`src/binary_max_heap_queue_macros.svh`:
```
// ----------------------------------------------------------------------------
// Binary max-heap queue assertion macros
// Shared forms for the concurrent checks of the heap queue, clocked on clk
// and held off while rst_n is low.
// ----------------------------------------------------------------------------
`ifndef BINARY_MAX_HEAP_QUEUE_MACROS_SVH
`define BINARY_MAX_HEAP_QUEUE_MACROS_SVH

// The consequent must hold in the same cycle as the antecedent.
`define BMHQ_ASSERT(label, ante, cons, msg) \
    label: assert property (@(posedge clk) disable iff (!rst_n) (ante) |-> (cons)) \
        else $error(msg);

// The consequent must hold in the cycle after the antecedent.
`define BMHQ_ASSERT_NEXT(label, ante, cons, msg) \
    label: assert property (@(posedge clk) disable iff (!rst_n) (ante) |=> (cons)) \
        else $error(msg);

`endif

```
`src/bmhq_pkg.sv`:
```
// ----------------------------------------------------------------------------
// Heap queue package
// Sizes, entry and control word types, and the microcode program of the
// binary max-heap queue.
// ----------------------------------------------------------------------------
package bmhq_pkg;

    localparam int CAPACITY      = 16;
    localparam int PRIORITY_BITS = 4;
    localparam int TAG_BITS      = 8;

    localparam int IDX_W    = $clog2(CAPACITY);
    localparam int CNT_W    = $clog2(CAPACITY + 1);
    localparam int CHILD_W  = IDX_W + 2;
    localparam int MODE_W   = 2;
    localparam int S_DATA_W = ((PRIORITY_BITS + TAG_BITS + 7) / 8) * 8;
    localparam int M_DATA_W = ((PRIORITY_BITS + TAG_BITS + CNT_W + 7) / 8) * 8;
    localparam int M_USER_W = 2;
    localparam int PC_W     = 4;

    typedef enum logic [MODE_W-1:0] {
        MODE_INSERT = 2'd0,
        MODE_REMOVE = 2'd1,
        MODE_PEEK   = 2'd2,
        MODE_NOP    = 2'd3
    } mode_t;

    typedef struct packed {
        logic [TAG_BITS-1:0]      tag;
        logic [PRIORITY_BITS-1:0] prio;
    } entry_t;

    typedef struct packed {
        logic             rd_en;
        logic [IDX_W-1:0] rd_addr;
        logic             wr_en;
        logic [IDX_W-1:0] wr_addr;
        entry_t           wr_data;
    } mem_req_t;

    typedef logic [PC_W-1:0] step_t;

    localparam step_t STEP_IDLE      = 4'd0;
    localparam step_t STEP_INS_CHK   = 4'd1;
    localparam step_t STEP_UP_TEST   = 4'd2;
    localparam step_t STEP_UP_CMP    = 4'd3;
    localparam step_t STEP_PLACE     = 4'd4;
    localparam step_t STEP_REM_CHK   = 4'd5;
    localparam step_t STEP_REM_LAST  = 4'd6;
    localparam step_t STEP_REM_LOAD  = 4'd7;
    localparam step_t STEP_DN_TEST   = 4'd8;
    localparam step_t STEP_DN_LEFT   = 4'd9;
    localparam step_t STEP_DN_RIGHT  = 4'd10;
    localparam step_t STEP_DN_SWAP   = 4'd11;
    localparam step_t STEP_PEEK_RD   = 4'd12;
    localparam step_t STEP_PEEK_OUT  = 4'd13;
    localparam step_t STEP_OVF       = 4'd14;
    localparam step_t STEP_EMIT      = 4'd15;

    typedef enum logic [2:0] {
        RD_NONE   = 3'd0,
        RD_ROOT   = 3'd1,
        RD_LAST   = 3'd2,
        RD_PARENT = 3'd3,
        RD_LEFT   = 3'd4,
        RD_RIGHT  = 3'd5
    } rd_sel_t;

    typedef enum logic [3:0] {
        OP_NONE       = 4'd0,
        OP_ACCEPT     = 4'd1,
        OP_INS_LOAD   = 4'd2,
        OP_UP_MOVE    = 4'd3,
        OP_PLACE      = 4'd4,
        OP_TAKE_ROOT  = 4'd5,
        OP_DOWN_START = 4'd6,
        OP_LOAD_LEFT  = 4'd7,
        OP_LOAD_RIGHT = 4'd8,
        OP_DOWN_MOVE  = 4'd9,
        OP_SET_OVF    = 4'd10,
        OP_EMIT       = 4'd11
    } op_t;

    typedef enum logic [3:0] {
        C_NONE     = 4'd0,
        C_NO_ITEM  = 4'd1,
        C_FULL     = 4'd2,
        C_EMPTY    = 4'd3,
        C_POS_ZERO = 4'd4,
        C_NOT_UP   = 4'd5,
        C_NO_LEFT  = 4'd6,
        C_NO_RIGHT = 4'd7,
        C_BEST_CUR = 4'd8,
        C_OUT_BUSY = 4'd9
    } cond_t;

    // When the condition holds the step jumps to tgt_t and its operation is
    // skipped; otherwise the operation runs and the step goes on to tgt_f,
    // or to the entry point of the item's mode when dispatch is set.
    typedef struct packed {
        rd_sel_t rd;
        op_t     op;
        cond_t   cond;
        logic    dispatch;
        step_t   tgt_t;
        step_t   tgt_f;
    } ucode_t;

    function automatic ucode_t ucode_rom(input step_t step);
        ucode_t w;
        unique case (step)
            STEP_IDLE:     w = '{RD_NONE,   OP_ACCEPT,     C_NO_ITEM,  1'b1,
                                 STEP_IDLE,     STEP_IDLE};
            STEP_INS_CHK:  w = '{RD_NONE,   OP_INS_LOAD,   C_FULL,     1'b0,
                                 STEP_OVF,      STEP_UP_TEST};
            STEP_UP_TEST:  w = '{RD_PARENT, OP_NONE,       C_POS_ZERO, 1'b0,
                                 STEP_PLACE,    STEP_UP_CMP};
            STEP_UP_CMP:   w = '{RD_NONE,   OP_UP_MOVE,    C_NOT_UP,   1'b0,
                                 STEP_PLACE,    STEP_UP_TEST};
            STEP_PLACE:    w = '{RD_NONE,   OP_PLACE,      C_NONE,     1'b0,
                                 STEP_EMIT,     STEP_EMIT};
            STEP_REM_CHK:  w = '{RD_ROOT,   OP_NONE,       C_EMPTY,    1'b0,
                                 STEP_EMIT,     STEP_REM_LAST};
            STEP_REM_LAST: w = '{RD_LAST,   OP_TAKE_ROOT,  C_NONE,     1'b0,
                                 STEP_REM_LOAD, STEP_REM_LOAD};
            STEP_REM_LOAD: w = '{RD_NONE,   OP_DOWN_START, C_NONE,     1'b0,
                                 STEP_DN_TEST,  STEP_DN_TEST};
            STEP_DN_TEST:  w = '{RD_LEFT,   OP_NONE,       C_NO_LEFT,  1'b0,
                                 STEP_PLACE,    STEP_DN_LEFT};
            STEP_DN_LEFT:  w = '{RD_RIGHT,  OP_LOAD_LEFT,  C_NONE,     1'b0,
                                 STEP_DN_RIGHT, STEP_DN_RIGHT};
            STEP_DN_RIGHT: w = '{RD_NONE,   OP_LOAD_RIGHT, C_NO_RIGHT, 1'b0,
                                 STEP_DN_SWAP,  STEP_DN_SWAP};
            STEP_DN_SWAP:  w = '{RD_NONE,   OP_DOWN_MOVE,  C_BEST_CUR, 1'b0,
                                 STEP_PLACE,    STEP_DN_TEST};
            STEP_PEEK_RD:  w = '{RD_ROOT,   OP_NONE,       C_EMPTY,    1'b0,
                                 STEP_EMIT,     STEP_PEEK_OUT};
            STEP_PEEK_OUT: w = '{RD_NONE,   OP_TAKE_ROOT,  C_NONE,     1'b0,
                                 STEP_EMIT,     STEP_EMIT};
            STEP_OVF:      w = '{RD_NONE,   OP_SET_OVF,    C_NONE,     1'b0,
                                 STEP_EMIT,     STEP_EMIT};
            STEP_EMIT:     w = '{RD_NONE,   OP_EMIT,       C_OUT_BUSY, 1'b0,
                                 STEP_EMIT,     STEP_IDLE};
        endcase
        return w;
    endfunction

    function automatic step_t mode_entry(input mode_t mode);
        step_t s;
        unique case (mode)
            MODE_INSERT: s = STEP_INS_CHK;
            MODE_REMOVE: s = STEP_REM_CHK;
            MODE_PEEK:   s = STEP_PEEK_RD;
            MODE_NOP:    s = STEP_EMIT;
        endcase
        return s;
    endfunction

endpackage

```
`src/bmhq_store.sv`:
```
// ----------------------------------------------------------------------------
// Heap entry store
// Single-write, single-read memory of heap entries with a registered read.
// ----------------------------------------------------------------------------
module bmhq_store
(
    input  logic               clk,
    input  bmhq_pkg::mem_req_t req,
    output bmhq_pkg::entry_t   rd_data
);

    bmhq_pkg::entry_t mem [bmhq_pkg::CAPACITY];
    bmhq_pkg::entry_t rd_data_reg;

    always_ff @(posedge clk)
    begin
        if (req.wr_en)
        begin
            mem[req.wr_addr] <= req.wr_data;
        end
        if (req.rd_en)
        begin
            rd_data_reg <= mem[req.rd_addr];
        end
    end

    assign rd_data = rd_data_reg;

endmodule

```
`src/binary_max_heap_queue.sv`:
```
// ----------------------------------------------------------------------------
// Binary max-heap priority queue
// Item modes: unused mode, peek, insert and remove-max.
// One item is in work at a time; the next is taken the cycle after its result is
// registered. Each sift level up runs UP_TEST, UP_CMP; down, DN_TEST to DN_SWAP.
// rst_n clears the step counter, entry count and result valid at once.
// ----------------------------------------------------------------------------
module binary_max_heap_queue
(
    input  logic                          clk,
    input  logic                          rst_n,

    // Input items.
    input  logic                          s_tvalid,
    output logic                          s_tready,
    // tdata: new_priority, new_tag, then zero padding.
    input  logic [bmhq_pkg::S_DATA_W-1:0] s_tdata,
    // tuser: mode.
    input  logic [bmhq_pkg::MODE_W-1:0]   s_tuser,

    // Result items.
    output logic                          m_tvalid,
    input  logic                          m_tready,
    // tdata: out_priority, out_tag, occupancy, then zero padding.
    output logic [bmhq_pkg::M_DATA_W-1:0] m_tdata,
    // tuser: found, overflow.
    output logic [bmhq_pkg::M_USER_W-1:0] m_tuser
);

    `include "binary_max_heap_queue_macros.svh"

    // The block is a small microcoded engine. A step counter addresses the
    // control program in the package; each control word selects a store read
    // address, one datapath operation and a conditional jump. The heap lives
    // in the store, and the entry being sifted is held in cur_reg so that it
    // is written only once, at its final position: each level moves just the
    // parent (going up) or the winning child (going down) into the hole.

    bmhq_pkg::step_t  pc_reg, pc_next;
    bmhq_pkg::ucode_t uw;
    logic             cond_hit;
    logic             exec;

    bmhq_pkg::entry_t cur_reg, cur_next;
    bmhq_pkg::entry_t best_reg, best_next;
    logic [bmhq_pkg::IDX_W-1:0] best_idx_reg, best_idx_next;
    logic             best_cur_reg, best_cur_next;
    logic [bmhq_pkg::IDX_W-1:0] pos_reg, pos_next;
    logic [bmhq_pkg::CNT_W-1:0] cnt_reg, cnt_next;

    logic             res_found_reg, res_found_next;
    logic             res_ovf_reg, res_ovf_next;
    bmhq_pkg::entry_t res_entry_reg, res_entry_next;

    logic             out_valid_reg, out_valid_next;
    logic             out_found_reg, out_found_next;
    logic             out_ovf_reg, out_ovf_next;
    bmhq_pkg::entry_t out_entry_reg, out_entry_next;
    logic [bmhq_pkg::CNT_W-1:0] out_cnt_reg, out_cnt_next;

    bmhq_pkg::mem_req_t mem_req;
    bmhq_pkg::entry_t   rd_data;
    bmhq_pkg::entry_t   in_entry;

    logic [bmhq_pkg::IDX_W-1:0]   parent_idx;
    logic [bmhq_pkg::CHILD_W-1:0] left_wide;
    logic [bmhq_pkg::CHILD_W-1:0] right_wide;
    logic [bmhq_pkg::CHILD_W-1:0] cnt_wide;
    logic [bmhq_pkg::CNT_W-1:0]   last_wide;

    bmhq_store u_store
    (
        .clk     (clk),
        .req     (mem_req),
        .rd_data (rd_data)
    );

    // Input fields: priority in the low bits of tdata, tag above it.
    assign in_entry.prio = s_tdata[bmhq_pkg::PRIORITY_BITS-1:0];
    assign in_entry.tag  = s_tdata[bmhq_pkg::PRIORITY_BITS +: bmhq_pkg::TAG_BITS];

    // Tree navigation. The parent is only used when pos is not the root, and
    // the children are range-checked against the count in their full width
    // before their low bits are used as addresses.
    assign parent_idx = (pos_reg - 1'b1) >> 1;
    assign left_wide  = {1'b0, pos_reg, 1'b1};
    assign right_wide = left_wide + 1'b1;
    assign cnt_wide   = bmhq_pkg::CHILD_W'(cnt_reg);
    assign last_wide  = cnt_reg - 1'b1;

    assign uw = bmhq_pkg::ucode_rom(pc_reg);

    always_comb
    begin
        unique case (uw.cond)
            bmhq_pkg::C_NONE:     cond_hit = 1'b0;
            bmhq_pkg::C_NO_ITEM:  cond_hit = !s_tvalid;
            bmhq_pkg::C_FULL:     cond_hit = (cnt_reg == bmhq_pkg::CNT_W'(bmhq_pkg::CAPACITY));
            bmhq_pkg::C_EMPTY:    cond_hit = (cnt_reg == '0);
            bmhq_pkg::C_POS_ZERO: cond_hit = (pos_reg == '0);
            bmhq_pkg::C_NOT_UP:   cond_hit = !(cur_reg.prio > rd_data.prio);
            bmhq_pkg::C_NO_LEFT:  cond_hit = (left_wide >= cnt_wide);
            bmhq_pkg::C_NO_RIGHT: cond_hit = (right_wide >= cnt_wide);
            bmhq_pkg::C_BEST_CUR: cond_hit = best_cur_reg;
            bmhq_pkg::C_OUT_BUSY: cond_hit = out_valid_reg && !m_tready;
            default:              cond_hit = 1'b0;
        endcase
    end

    assign exec = !cond_hit;

    always_comb
    begin
        priority if (cond_hit)
        begin
            pc_next = uw.tgt_t;
        end
        else if (uw.dispatch)
        begin
            pc_next = bmhq_pkg::mode_entry(bmhq_pkg::mode_t'(s_tuser));
        end
        else
        begin
            pc_next = uw.tgt_f;
        end
    end

    // Datapath operations and the store's read port.
    always_comb
    begin
        cur_next       = cur_reg;
        best_next      = best_reg;
        best_idx_next  = best_idx_reg;
        best_cur_next  = best_cur_reg;
        pos_next       = pos_reg;
        cnt_next       = cnt_reg;
        res_found_next = res_found_reg;
        res_ovf_next   = res_ovf_reg;
        res_entry_next = res_entry_reg;
        out_found_next = out_found_reg;
        out_ovf_next   = out_ovf_reg;
        out_entry_next = out_entry_reg;
        out_cnt_next   = out_cnt_reg;
        out_valid_next = out_valid_reg && !m_tready;
        mem_req.wr_en   = 1'b0;
        mem_req.wr_addr = pos_reg;
        mem_req.wr_data = cur_reg;

        // Store read port: the read is issued whether or not the step jumps,
        // as a stray read only refreshes the read register.
        mem_req.rd_en = (uw.rd != bmhq_pkg::RD_NONE);
        unique case (uw.rd)
            bmhq_pkg::RD_NONE:   mem_req.rd_addr = '0;
            bmhq_pkg::RD_ROOT:   mem_req.rd_addr = '0;
            bmhq_pkg::RD_LAST:   mem_req.rd_addr = last_wide[bmhq_pkg::IDX_W-1:0];
            bmhq_pkg::RD_PARENT: mem_req.rd_addr = parent_idx;
            bmhq_pkg::RD_LEFT:   mem_req.rd_addr = left_wide[bmhq_pkg::IDX_W-1:0];
            bmhq_pkg::RD_RIGHT:  mem_req.rd_addr = right_wide[bmhq_pkg::IDX_W-1:0];
            default:             mem_req.rd_addr = '0;
        endcase

        if (exec)
        begin
            unique case (uw.op)
                bmhq_pkg::OP_NONE:
                begin
                end
                bmhq_pkg::OP_ACCEPT:
                begin
                    cur_next       = in_entry;
                    res_found_next = 1'b0;
                    res_ovf_next   = 1'b0;
                    res_entry_next = '0;
                end
                bmhq_pkg::OP_INS_LOAD:
                begin
                    pos_next = cnt_reg[bmhq_pkg::IDX_W-1:0];
                    cnt_next = cnt_reg + 1'b1;
                end
                bmhq_pkg::OP_UP_MOVE:
                begin
                    // The smaller parent drops into the hole.
                    mem_req.wr_en   = 1'b1;
                    mem_req.wr_data = rd_data;
                    pos_next        = parent_idx;
                end
                bmhq_pkg::OP_PLACE:
                begin
                    mem_req.wr_en = 1'b1;
                end
                bmhq_pkg::OP_TAKE_ROOT:
                begin
                    res_found_next = 1'b1;
                    res_entry_next = rd_data;
                end
                bmhq_pkg::OP_DOWN_START:
                begin
                    // The last entry becomes the one that sinks from the root.
                    cur_next = rd_data;
                    cnt_next = cnt_reg - 1'b1;
                    pos_next = '0;
                end
                bmhq_pkg::OP_LOAD_LEFT:
                begin
                    if (rd_data.prio > cur_reg.prio)
                    begin
                        best_next     = rd_data;
                        best_idx_next = left_wide[bmhq_pkg::IDX_W-1:0];
                        best_cur_next = 1'b0;
                    end
                    else
                    begin
                        best_next     = cur_reg;
                        best_cur_next = 1'b1;
                    end
                end
                bmhq_pkg::OP_LOAD_RIGHT:
                begin
                    // Strictly greater, so the left child keeps a tie.
                    if (rd_data.prio > best_reg.prio)
                    begin
                        best_next     = rd_data;
                        best_idx_next = right_wide[bmhq_pkg::IDX_W-1:0];
                        best_cur_next = 1'b0;
                    end
                end
                bmhq_pkg::OP_DOWN_MOVE:
                begin
                    mem_req.wr_en   = 1'b1;
                    mem_req.wr_data = best_reg;
                    pos_next        = best_idx_reg;
                end
                bmhq_pkg::OP_SET_OVF:
                begin
                    res_ovf_next = 1'b1;
                end
                bmhq_pkg::OP_EMIT:
                begin
                    out_valid_next = 1'b1;
                    out_found_next = res_found_reg;
                    out_ovf_next   = res_ovf_reg;
                    out_entry_next = res_entry_reg;
                    out_cnt_next   = cnt_reg;
                end
                default:
                begin
                end
            endcase
        end
    end

    always_ff @(posedge clk or negedge rst_n)
    begin
        if (!rst_n)
        begin
            pc_reg        <= bmhq_pkg::STEP_IDLE;
            cnt_reg       <= '0;
            out_valid_reg <= 1'b0;
        end
        else
        begin
            pc_reg        <= pc_next;
            cnt_reg       <= cnt_next;
            out_valid_reg <= out_valid_next;
        end
    end

    always_ff @(posedge clk)
    begin
        cur_reg       <= cur_next;
        best_reg      <= best_next;
        best_idx_reg  <= best_idx_next;
        best_cur_reg  <= best_cur_next;
        pos_reg       <= pos_next;
        res_found_reg <= res_found_next;
        res_ovf_reg   <= res_ovf_next;
        res_entry_reg <= res_entry_next;
        out_found_reg <= out_found_next;
        out_ovf_reg   <= out_ovf_next;
        out_entry_reg <= out_entry_next;
        out_cnt_reg   <= out_cnt_next;
    end

    // An item is taken only while the sequencer waits at its idle step; the
    // result register lets the next item in while the last result waits.
    assign s_tready = (pc_reg == bmhq_pkg::STEP_IDLE);
    assign m_tvalid = out_valid_reg;
    assign m_tdata  = bmhq_pkg::M_DATA_W'({out_cnt_reg, out_entry_reg});
    assign m_tuser  = {out_ovf_reg, out_found_reg};

    `BMHQ_ASSERT(a_cnt_bound, 1'b1, cnt_reg <= bmhq_pkg::CNT_W'(bmhq_pkg::CAPACITY), "entry count beyond capacity")
    `BMHQ_ASSERT(a_found_or_ovf, m_tvalid, !(m_tuser[0] && m_tuser[1]), "result both found and overflow")
    `BMHQ_ASSERT(a_wr_in_heap, mem_req.wr_en && (cnt_reg != '0), bmhq_pkg::CNT_W'(mem_req.wr_addr) < cnt_reg, "store write outside the heap")
    `BMHQ_ASSERT_NEXT(a_accept_starts, s_tvalid && s_tready, pc_reg != bmhq_pkg::STEP_IDLE, "accepted item did not start the program")

endmodule

```
`config.mk`:
```
export PLATFORM = sky130hd
export DESIGN_NAME = binary_max_heap_queue
export DESIGN_NICKNAME = d
export VERILOG_FILES = /design/src/bmhq_pkg.sv /design/src/bmhq_store.sv /design/src/binary_max_heap_queue.sv
export VERILOG_INCLUDE_DIRS = /design/src /design/src/src
export SDC_FILE = /design/constraint.sdc
export NUM_CORES = 1
export LEC_CHECK = 0
export BUFFER_PORTS_ARGS = -buffer_cell sky130_fd_sc_hd__buf_4
export CAP_MARGIN = 20
export CORE_MARGIN = 4
export CORE_UTILIZATION = 50
export CTS_BUF_LIST = sky130_fd_sc_hd__clkbuf_8
export DETAILED_ROUTE_END_ITERATION = 10
export PLACE_DENSITY = 0.7
export SETUP_SLACK_MARGIN = 0.2
export SLEW_MARGIN = 5
export SYNTH_ARGS = -nofsm -noshare
export SYNTH_HDL_FRONTEND = slang
export SYNTH_SLANG_ARGS = --single-unit
```
`constraint.sdc`:
```
create_clock -name clk -period 12.8 [get_ports clk]
set_input_delay 1.28 -clock clk [delete_from_list [all_inputs] [get_ports clk]]
set_output_delay 1.28 -clock clk [all_outputs]
set_load 0.03 [all_outputs]
```
==> key figures, run 1 <==
Yosys
  • Ys Warns: 0
  • FFs w/ async S/R, synth: 3.57%
  • Syn avg cell area: 16.0 um2
  • Post-synth cell types: 71
  • EDFF count, synth: 270
  • Mapped Cells: 786
  • Synthesized area: 12600 um2
  • Register area share after synthesis: 66.3%
  • Yosys reg bits: 280
  • Top_reg_cell synth: edfxtp_1

Worst setup path
  • Worst reg2reg path depth: 10
  • Crit-path leading delay family: compound AO/OA/AOI/OAI gates
  • Worst path cell trace: inv_1 -> ha_1 -> nand2b_1 -> o31a_1 -> o41a_1 -> o22ai_2 -> o211ai_4 -> buf_4 -> a21oi_4 -> and3_1
  • Crit path arrival time: 4.69 ns
  • CP required: 12.99 ns
  • Crit path max fanout: 22
  • Worst r2r src: pc_reg[1]
  • Startpoint Class: flop
  • Crit-path max cell delay: 0.75 ns
  • CP max-delay cell: and3_1
  • Worst r2r dst: u_store.mem[1][11]
  • WS Path Type: flop to flop
  • WP buf/inv: 2
  • CP endpoint kind: flop
  • R2R setup slack: 8.29 ns

Timing
  • Final Slew Violations: 0
  • Final Setup Violations: 0
  • Actual slew at the worst max-slew pin: 0.979 ns
  • Min cycle time layout: 4.51 ns
  • Tcrit/Tclk final: 35.2%
  • Slew headroom: 34.5%
  • Worst Skew: 0.0212 ns
  • RSZ-0062 raised after global routing: no
  • Setup TNS: 0 ns
  • Final hold viol count: 0
  • Fmax: 222 MHz

GRT
  • GRT overflow: 0
  • Number of global-route vias before repair: 7147
  • Met1 usage: 26.3%
  • Met2 Use GR: 29.9%
  • Antenna violations before repair: 0
  • Met3 Use GR: 3.41%
  • Tot GR Track Use: 18.6%
  • First-pass GRT wire length: 40800 um
  • GRT Max-Usage Layer: met2
  • Largest net degree at the start of global routing: 61

Finish
  • Max FFs per register: 192
  • ANT cells: 0
  • Layout cells sized above 1: 21.9%
  • Biggest register: u_store.mem
  • Final #Nets: 894
  • Syn-to-layout area delta: 11.2%
  • Finished Layout Cells: 1204

Floorplan
  • Core Area: 24500 um2
  • Io pins: 50
  • Core Rows: 57
  • Die height: 167 um
  • Die area: 27800 um2
  • Initial cell density of the core: 51.4%
  • Die W: 167 um

Detailed routing
  • Via count: 7136
  • 1st-iter DRT viols: 771
  • Routed WL per cell: 21.7 um
  • Post-Route WL: 26100 um
  • # DRC: 0
  • Detailed Routing Iterations Pass 1: 5
  • ANT nets after route: 0
  • Routed vias/inst: 5.93

Placement
  • Post-DP HPWL: 16900 um
  • Gpl congestion: 0.828
  • Inst Count DP: 1118
  • IO buf count: 38

Clock network
  • CTS Sinks: 280
  • CTS tree: built
  • Root buffer cell: clkbuf_8
  • Worst skew pair latency: 0.58 ns
  • H-tree lvl count: 2
  • TritonCTS Buffers: 45
  • Post_cts resized: 0
  • Post-CTS Hold Buffers: 0
  • Postcts setup bufs: 0
  • CTS max path bufs: 3
  • Worst-path clk slew: 0.06 ns

Min path
  • WHS Path Cells: 0
  • WHS Endpoint: m_tdata[9]
  • Worst Hold Launch: res_entry_reg[9]
  • Worst Hold Class: flop to flop

Outcome
  • Status: finished, final reports clean

Job
  • Max cap viols: 0
## worst max-delay path by stage
stage / cells past startpoint / start / to / slack [ns]
6_report: 10 / pc_reg[1] / u_store.mem[1][11] / 8.29
4_1_cts: 10 / pc_reg[1] / u_store.mem[1][0] / 8.30
3_3_place_gp: 10 / pc_reg[1] / u_store.mem[3][6] / 8.46
3_5_place_dp: 10 / pc_reg[1] / u_store.mem[0][0] / 8.32
2_1_floorplan: 9 / pc_reg[0] / m_tdata[0] / 8.81
5_1_grt: 10 / pc_reg[1] / u_store.mem[11][8] / 8.08
## synth_stat cells (3+ instances only)
| master | count | share of area, % |
|---|---|---|
| edfxtp_1 | 270 | 64 |
| mux2i_1 | 56 | 4.4 |
| nand2_1 | 34 | 1.0 |
| mux4_2 | 33 | 5.9 |
| a22oi_1 | 28 | 1.7 |
| ha_1 | 28 | 2.8 |
| o21ai_0 | 22 | 0.87 |
| a21oi_1 | 21 | 0.83 |
| inv_1 | 21 | 0.63 |
| mux2_2 | 21 | 1.9 |
| and2_1 | 19 | 0.94 |
| nor2_1 | 18 | 0.54 |
| and3_1 | 17 | 0.84 |
| buf_2 | 14 | 0.56 |
| buf_4 | 13 | 0.77 |
| nand2b_1 | 12 | 0.60 |
| nor2b_1 | 12 | 0.60 |
| dfrtp_1 | 10 | 2.0 |
| xnor2_1 | 10 | 0.70 |
| clkbuf_1 | 9 | 0.27 |
| o2bb2ai_2 | 9 | 1.1 |
| buf_1 | 7 | 0.21 |
| nor3_1 | 7 | 0.28 |
| nand3_1 | 6 | 0.24 |
| xor2_1 | 6 | 0.42 |
| a32o_1 | 5 | 0.40 |
| buf_6 | 5 | 0.45 |
| o211ai_1 | 5 | 0.30 |
| o221ai_1 | 5 | 0.35 |
| or3_1 | 5 | 0.25 |
| o22ai_1 | 4 | 0.20 |
| a21o_1 | 3 | 0.18 |
| a221o_1 | 3 | 0.24 |
| nor3_2 | 3 | 0.24 |
| o2bb2ai_1 | 3 | 0.21 |
## logic make-up (layout without fill, tap and decap cells)
kind of cell / Yosys count / after routing / synth area share, %
compound gates: 132 / 132 / 8.18
flops: 280 / 280 / 66.3
fa+ha+maj: 28 / 28 / 2.78
mux: 111 / 111 / 12.3
buf+inv: 71 / 159 / 2.94
other cells: 1 / 7 / 0.0298
simple gates: 147 / 147 / 6.32
xor+xnor: 16 / 16 / 1.11
## area by class of cell
class	count	area, um2
Tap cell	324	405
Clock buffer	45	619
Multi-Input combinational cell	441	3910
Fill cell	1864	10500
Sequential cell	280	8360
Timing Repair Buffer	53	398
Clock inverter	38	241
Inverter	23	86.3
## layer usage
layer  vias up  wire length, um
li1       3217                -
met1      3614            11500
met2       257            12500
met3        48             1530
met4         0              568
met5         -                0
## worst reg2reg max path: stages (launching register included)
cell and delay [ns]:
dfrtp_1 0.52, inv_1 0.21, ha_1 0.67, nand2b_1 0.23, o31a_1 0.22, o41a_1 0.45
o22ai_2 0.18, o211ai_4 0.22, buf_4 0.31, a21oi_4 0.34, and3_1 0.76
## per-stage QoR
stage	worst slack [ns]	area, um2	hold WS [ns]	util (%)
final	8.29	14000	0.421	57.1
after global routing	8.08	14000	0.420	57.1
after CTS	8.30	14000	0.421	57.0
after detailed placement	8.32	13100	0.407	53.5
after global placement	8.46	13100	0.403	53.5
after floorplan	8.81	12600	0.400	-
## cells in the final DEF, fill, tap and decap left out, types with 21 or more instances in the layout
cell type  count
a21oi_1       21
mux2_2        21
mux2i_1       56
edfxtp_1     270
mux4_2        33
inv_1         34
nand2_1       32
ha_1          28
clkbuf_8      45
o21ai_0       21
buf_4         53
a22oi_1       28
Power of run 1 is not shown: default switching activity piles up to over one toggle a cycle in this logic, so the estimate is an artifact.
==> run 2: changes to the inputs <==
--- a/config.mk
+++ b/config.mk
@@ -12,7 +12,7 @@
 export CORE_UTILIZATION = 50
 export CTS_BUF_LIST = sky130_fd_sc_hd__clkbuf_8
 export DETAILED_ROUTE_END_ITERATION = 10
-export PLACE_DENSITY = 0.7
+export PLACE_DENSITY = 0.72
 export SETUP_SLACK_MARGIN = 0.2
 export SLEW_MARGIN = 5
 export SYNTH_ARGS = -nofsm -noshare
==> constraint.sdc (replaced) <==
create_clock -name clk -period 3.7 [get_ports clk]
set_input_delay 0.37 -clock clk [delete_from_list [all_inputs] [get_ports clk]]
set_output_delay 0.37 -clock clk [all_outputs]
set_load 0.03 [all_outputs]
==> run 2 against run 1 <==
Wire length decreased by 1.4%; sequential share of layout area decreased by 1.5 points; clock skew increased by 0.0024 ns; via count decreased by 0.34%; worst setup slack got worse by 7.9 ns; first-iteration DRC count decreased by 19%; die area unchanged; flip-flop and latch count unchanged; design area increased by 2.6%; count of clock-buffer cells in the layout decreased by 1.
==> key figures, run 2 (synthesis gave the netlist of run 1 again) <==
Floorplan
  • Io pins: 50
  • Die area: 27800 um2
  • Initial cell density of the core: 51.4%
  • Core Rows: 57
  • Die W: 167 um
  • Die height: 167 um
  • Core Area: 24500 um2

Finish
  • Max FFs per register: 192
  • ANT cells: 0
  • Final #Nets: 950
  • Most common cell after layout, fill and taps aside: edfxtp_1
  • Layout cells sized above 1: 26.4%
  • Biggest register: u_store.mem
  • Fillers: 1873
  • Most frequent cells in the layout: edfxtp_1 (270), buf_4 (107), mux2i_1 (56)
  • Syn-to-layout area delta: 14.1%

Worst setup path
  • Crit path max fanout: 60
  • CP required: 3.97 ns
  • CP endpoint kind: flop
  • Worst path cell trace: buf_4 -> or3b_1 -> nand2b_1 -> nand2_2 -> buf_12 -> mux4_2 -> a22oi_1 -> nand2_1
  • Crit-path leading delay family: simple AND/OR/NAND/NOR gates
  • Crit-path max cell delay: 0.73 ns
  • Crit path arrival time: 3.60 ns
  • Startpoint Class: flop
  • WP buf/inv: 2
  • WS Path Type: flop to flop
  • CP max-delay cell: dfrtp_1

Clock network
  • Worst skew pair latency: 0.54 ns
  • CTS max path bufs: 3
  • CTS Sinks: 280
  • CTS tree: built
  • H-tree lvl count: 2
  • Root buffer cell: clkbuf_8
  • Worst-path clk slew: 0.06 ns
  • TritonCTS Buffers: 43

Timing
  • Worst Skew: 0.0236 ns
  • Final hold viol count: 0
  • Tcrit/Tclk final: 90.2%
  • Final Slew Violations: 0
  • Setup TNS: 0 ns
  • Hold Slack: 0.144 ns
  • Slew headroom: 52.3%
  • Fmax: 300 MHz
  • RSZ-0062 raised after global routing: no
  • Final Setup Violations: 0
  • Min cycle time layout: 3.34 ns
  • Actual slew at the worst max-slew pin: 0.711 ns

Detailed routing
  • Routed vias/inst: 5.68
  • Detailed Routing Iterations Pass 1: 5
  • 1st-iter DRT viols: 624
  • Metal1 wirelength: 11700 um
  • Routed wl met2: 12100 um
  • Routed WL per cell: 20.5 um
  • ANT nets after route: 0
  • Met3 WL: 1480 um
  • Post-Route WL: 25700 um
  • # DRC: 0
  • DR top layer: met4
  • Via count: 7112

GRT
  • GRT overflow: 0
  • Tot GR Track Use: 18.4%
  • Largest net degree at the start of global routing: 61
  • Number of global-route vias before repair: 7155
  • Antenna violations before repair: 0
  • First-pass GRT wire length: 40500 um

Placement
  • IO buf count: 38
  • Gpl congestion: 0.857
  • Post-DP HPWL: 17300 um

Outcome
  • Status: finished, final reports clean

Job
  • Max cap viols: 0

Min path
  • Worst Hold Class: input pin to flop
==> run 2: repair_timing <==
action	CTS	global route
hold buffers	1	0
resized for setup	1	2
hold endpoints to repair	10	0
endpoints found under the setup margin	16	203
setup buffers	0	1
==> run 2: path summary, 6_finish.rpt <==
kind	from	to	slack [ns]	depth (start not counted)
max	pc_reg[3]	u_store.rd_data[3]	0.36	8
min	s_tdata[3]	cur_reg[3]	0.14	2
max reg2reg	pc_reg[3]	u_store.rd_data[3]	0.36	8
min reg2reg	res_entry_reg[9]	m_tdata[9]	0.42	0
max in group asynchronous	rst_n	m_tvalid	3.34	2
min in group asynchronous	rst_n	pc_reg[0]	0.21	2
==> run 2: metrics by stage <==
| step | util [%] | setup slack, ns | cell area, um2 | std cells |
|---|---|---|---|---|
| floorplan | - | 0.281 | 12600 | 792 |
| global placement | 55.4 | 0.259 | 13600 | 1175 |
| detailed placement | 55.4 | 0.141 | 13600 | 1175 |
| CTS | 58.4 | 0.261 | 14300 | 1250 |
| global route | 58.6 | 0.229 | 14400 | 1253 |
| finish | 58.6 | 0.364 | 14400 | 1253 |
==> run 2: worst reg2reg max path, stage by stage (launching register included) <==
cell and delay (ns):
dfrtp_1 0.73, buf_4 0.31, or3b_1 0.48, nand2b_1 0.22
nand2_2 0.09, buf_12 0.34, mux4_2 0.42, a22oi_1 0.39
nand2_1 0.09
==> run 2: area by class of cell <==
| cell class | instances | area [um2] | share of cell area, % |
|---|---|---|---|
| Sequential cell | 280 | 8360 | 58.1 |
| Multi-Input combinational cell | 441 | 3920 | 27.3 |
| Timing Repair Buffer | 111 | 873 | 6.07 |
| Clock buffer | 44 | 606 | 4.21 |
| Tap cell | 324 | 405 | 2.82 |
| Clock inverter | 30 | 129 | 0.896 |
| Inverter | 23 | 86.3 | 0.600 |
==> run 2: per-layer routing <==
layer,track usage (%),vias to the layer above
met3,3.15,36
met5,0,-
met4,4.73,0
li1,-,3314
met2,28.9,252
met1,27.1,3510
Power of run 2 is left out for the same reason.
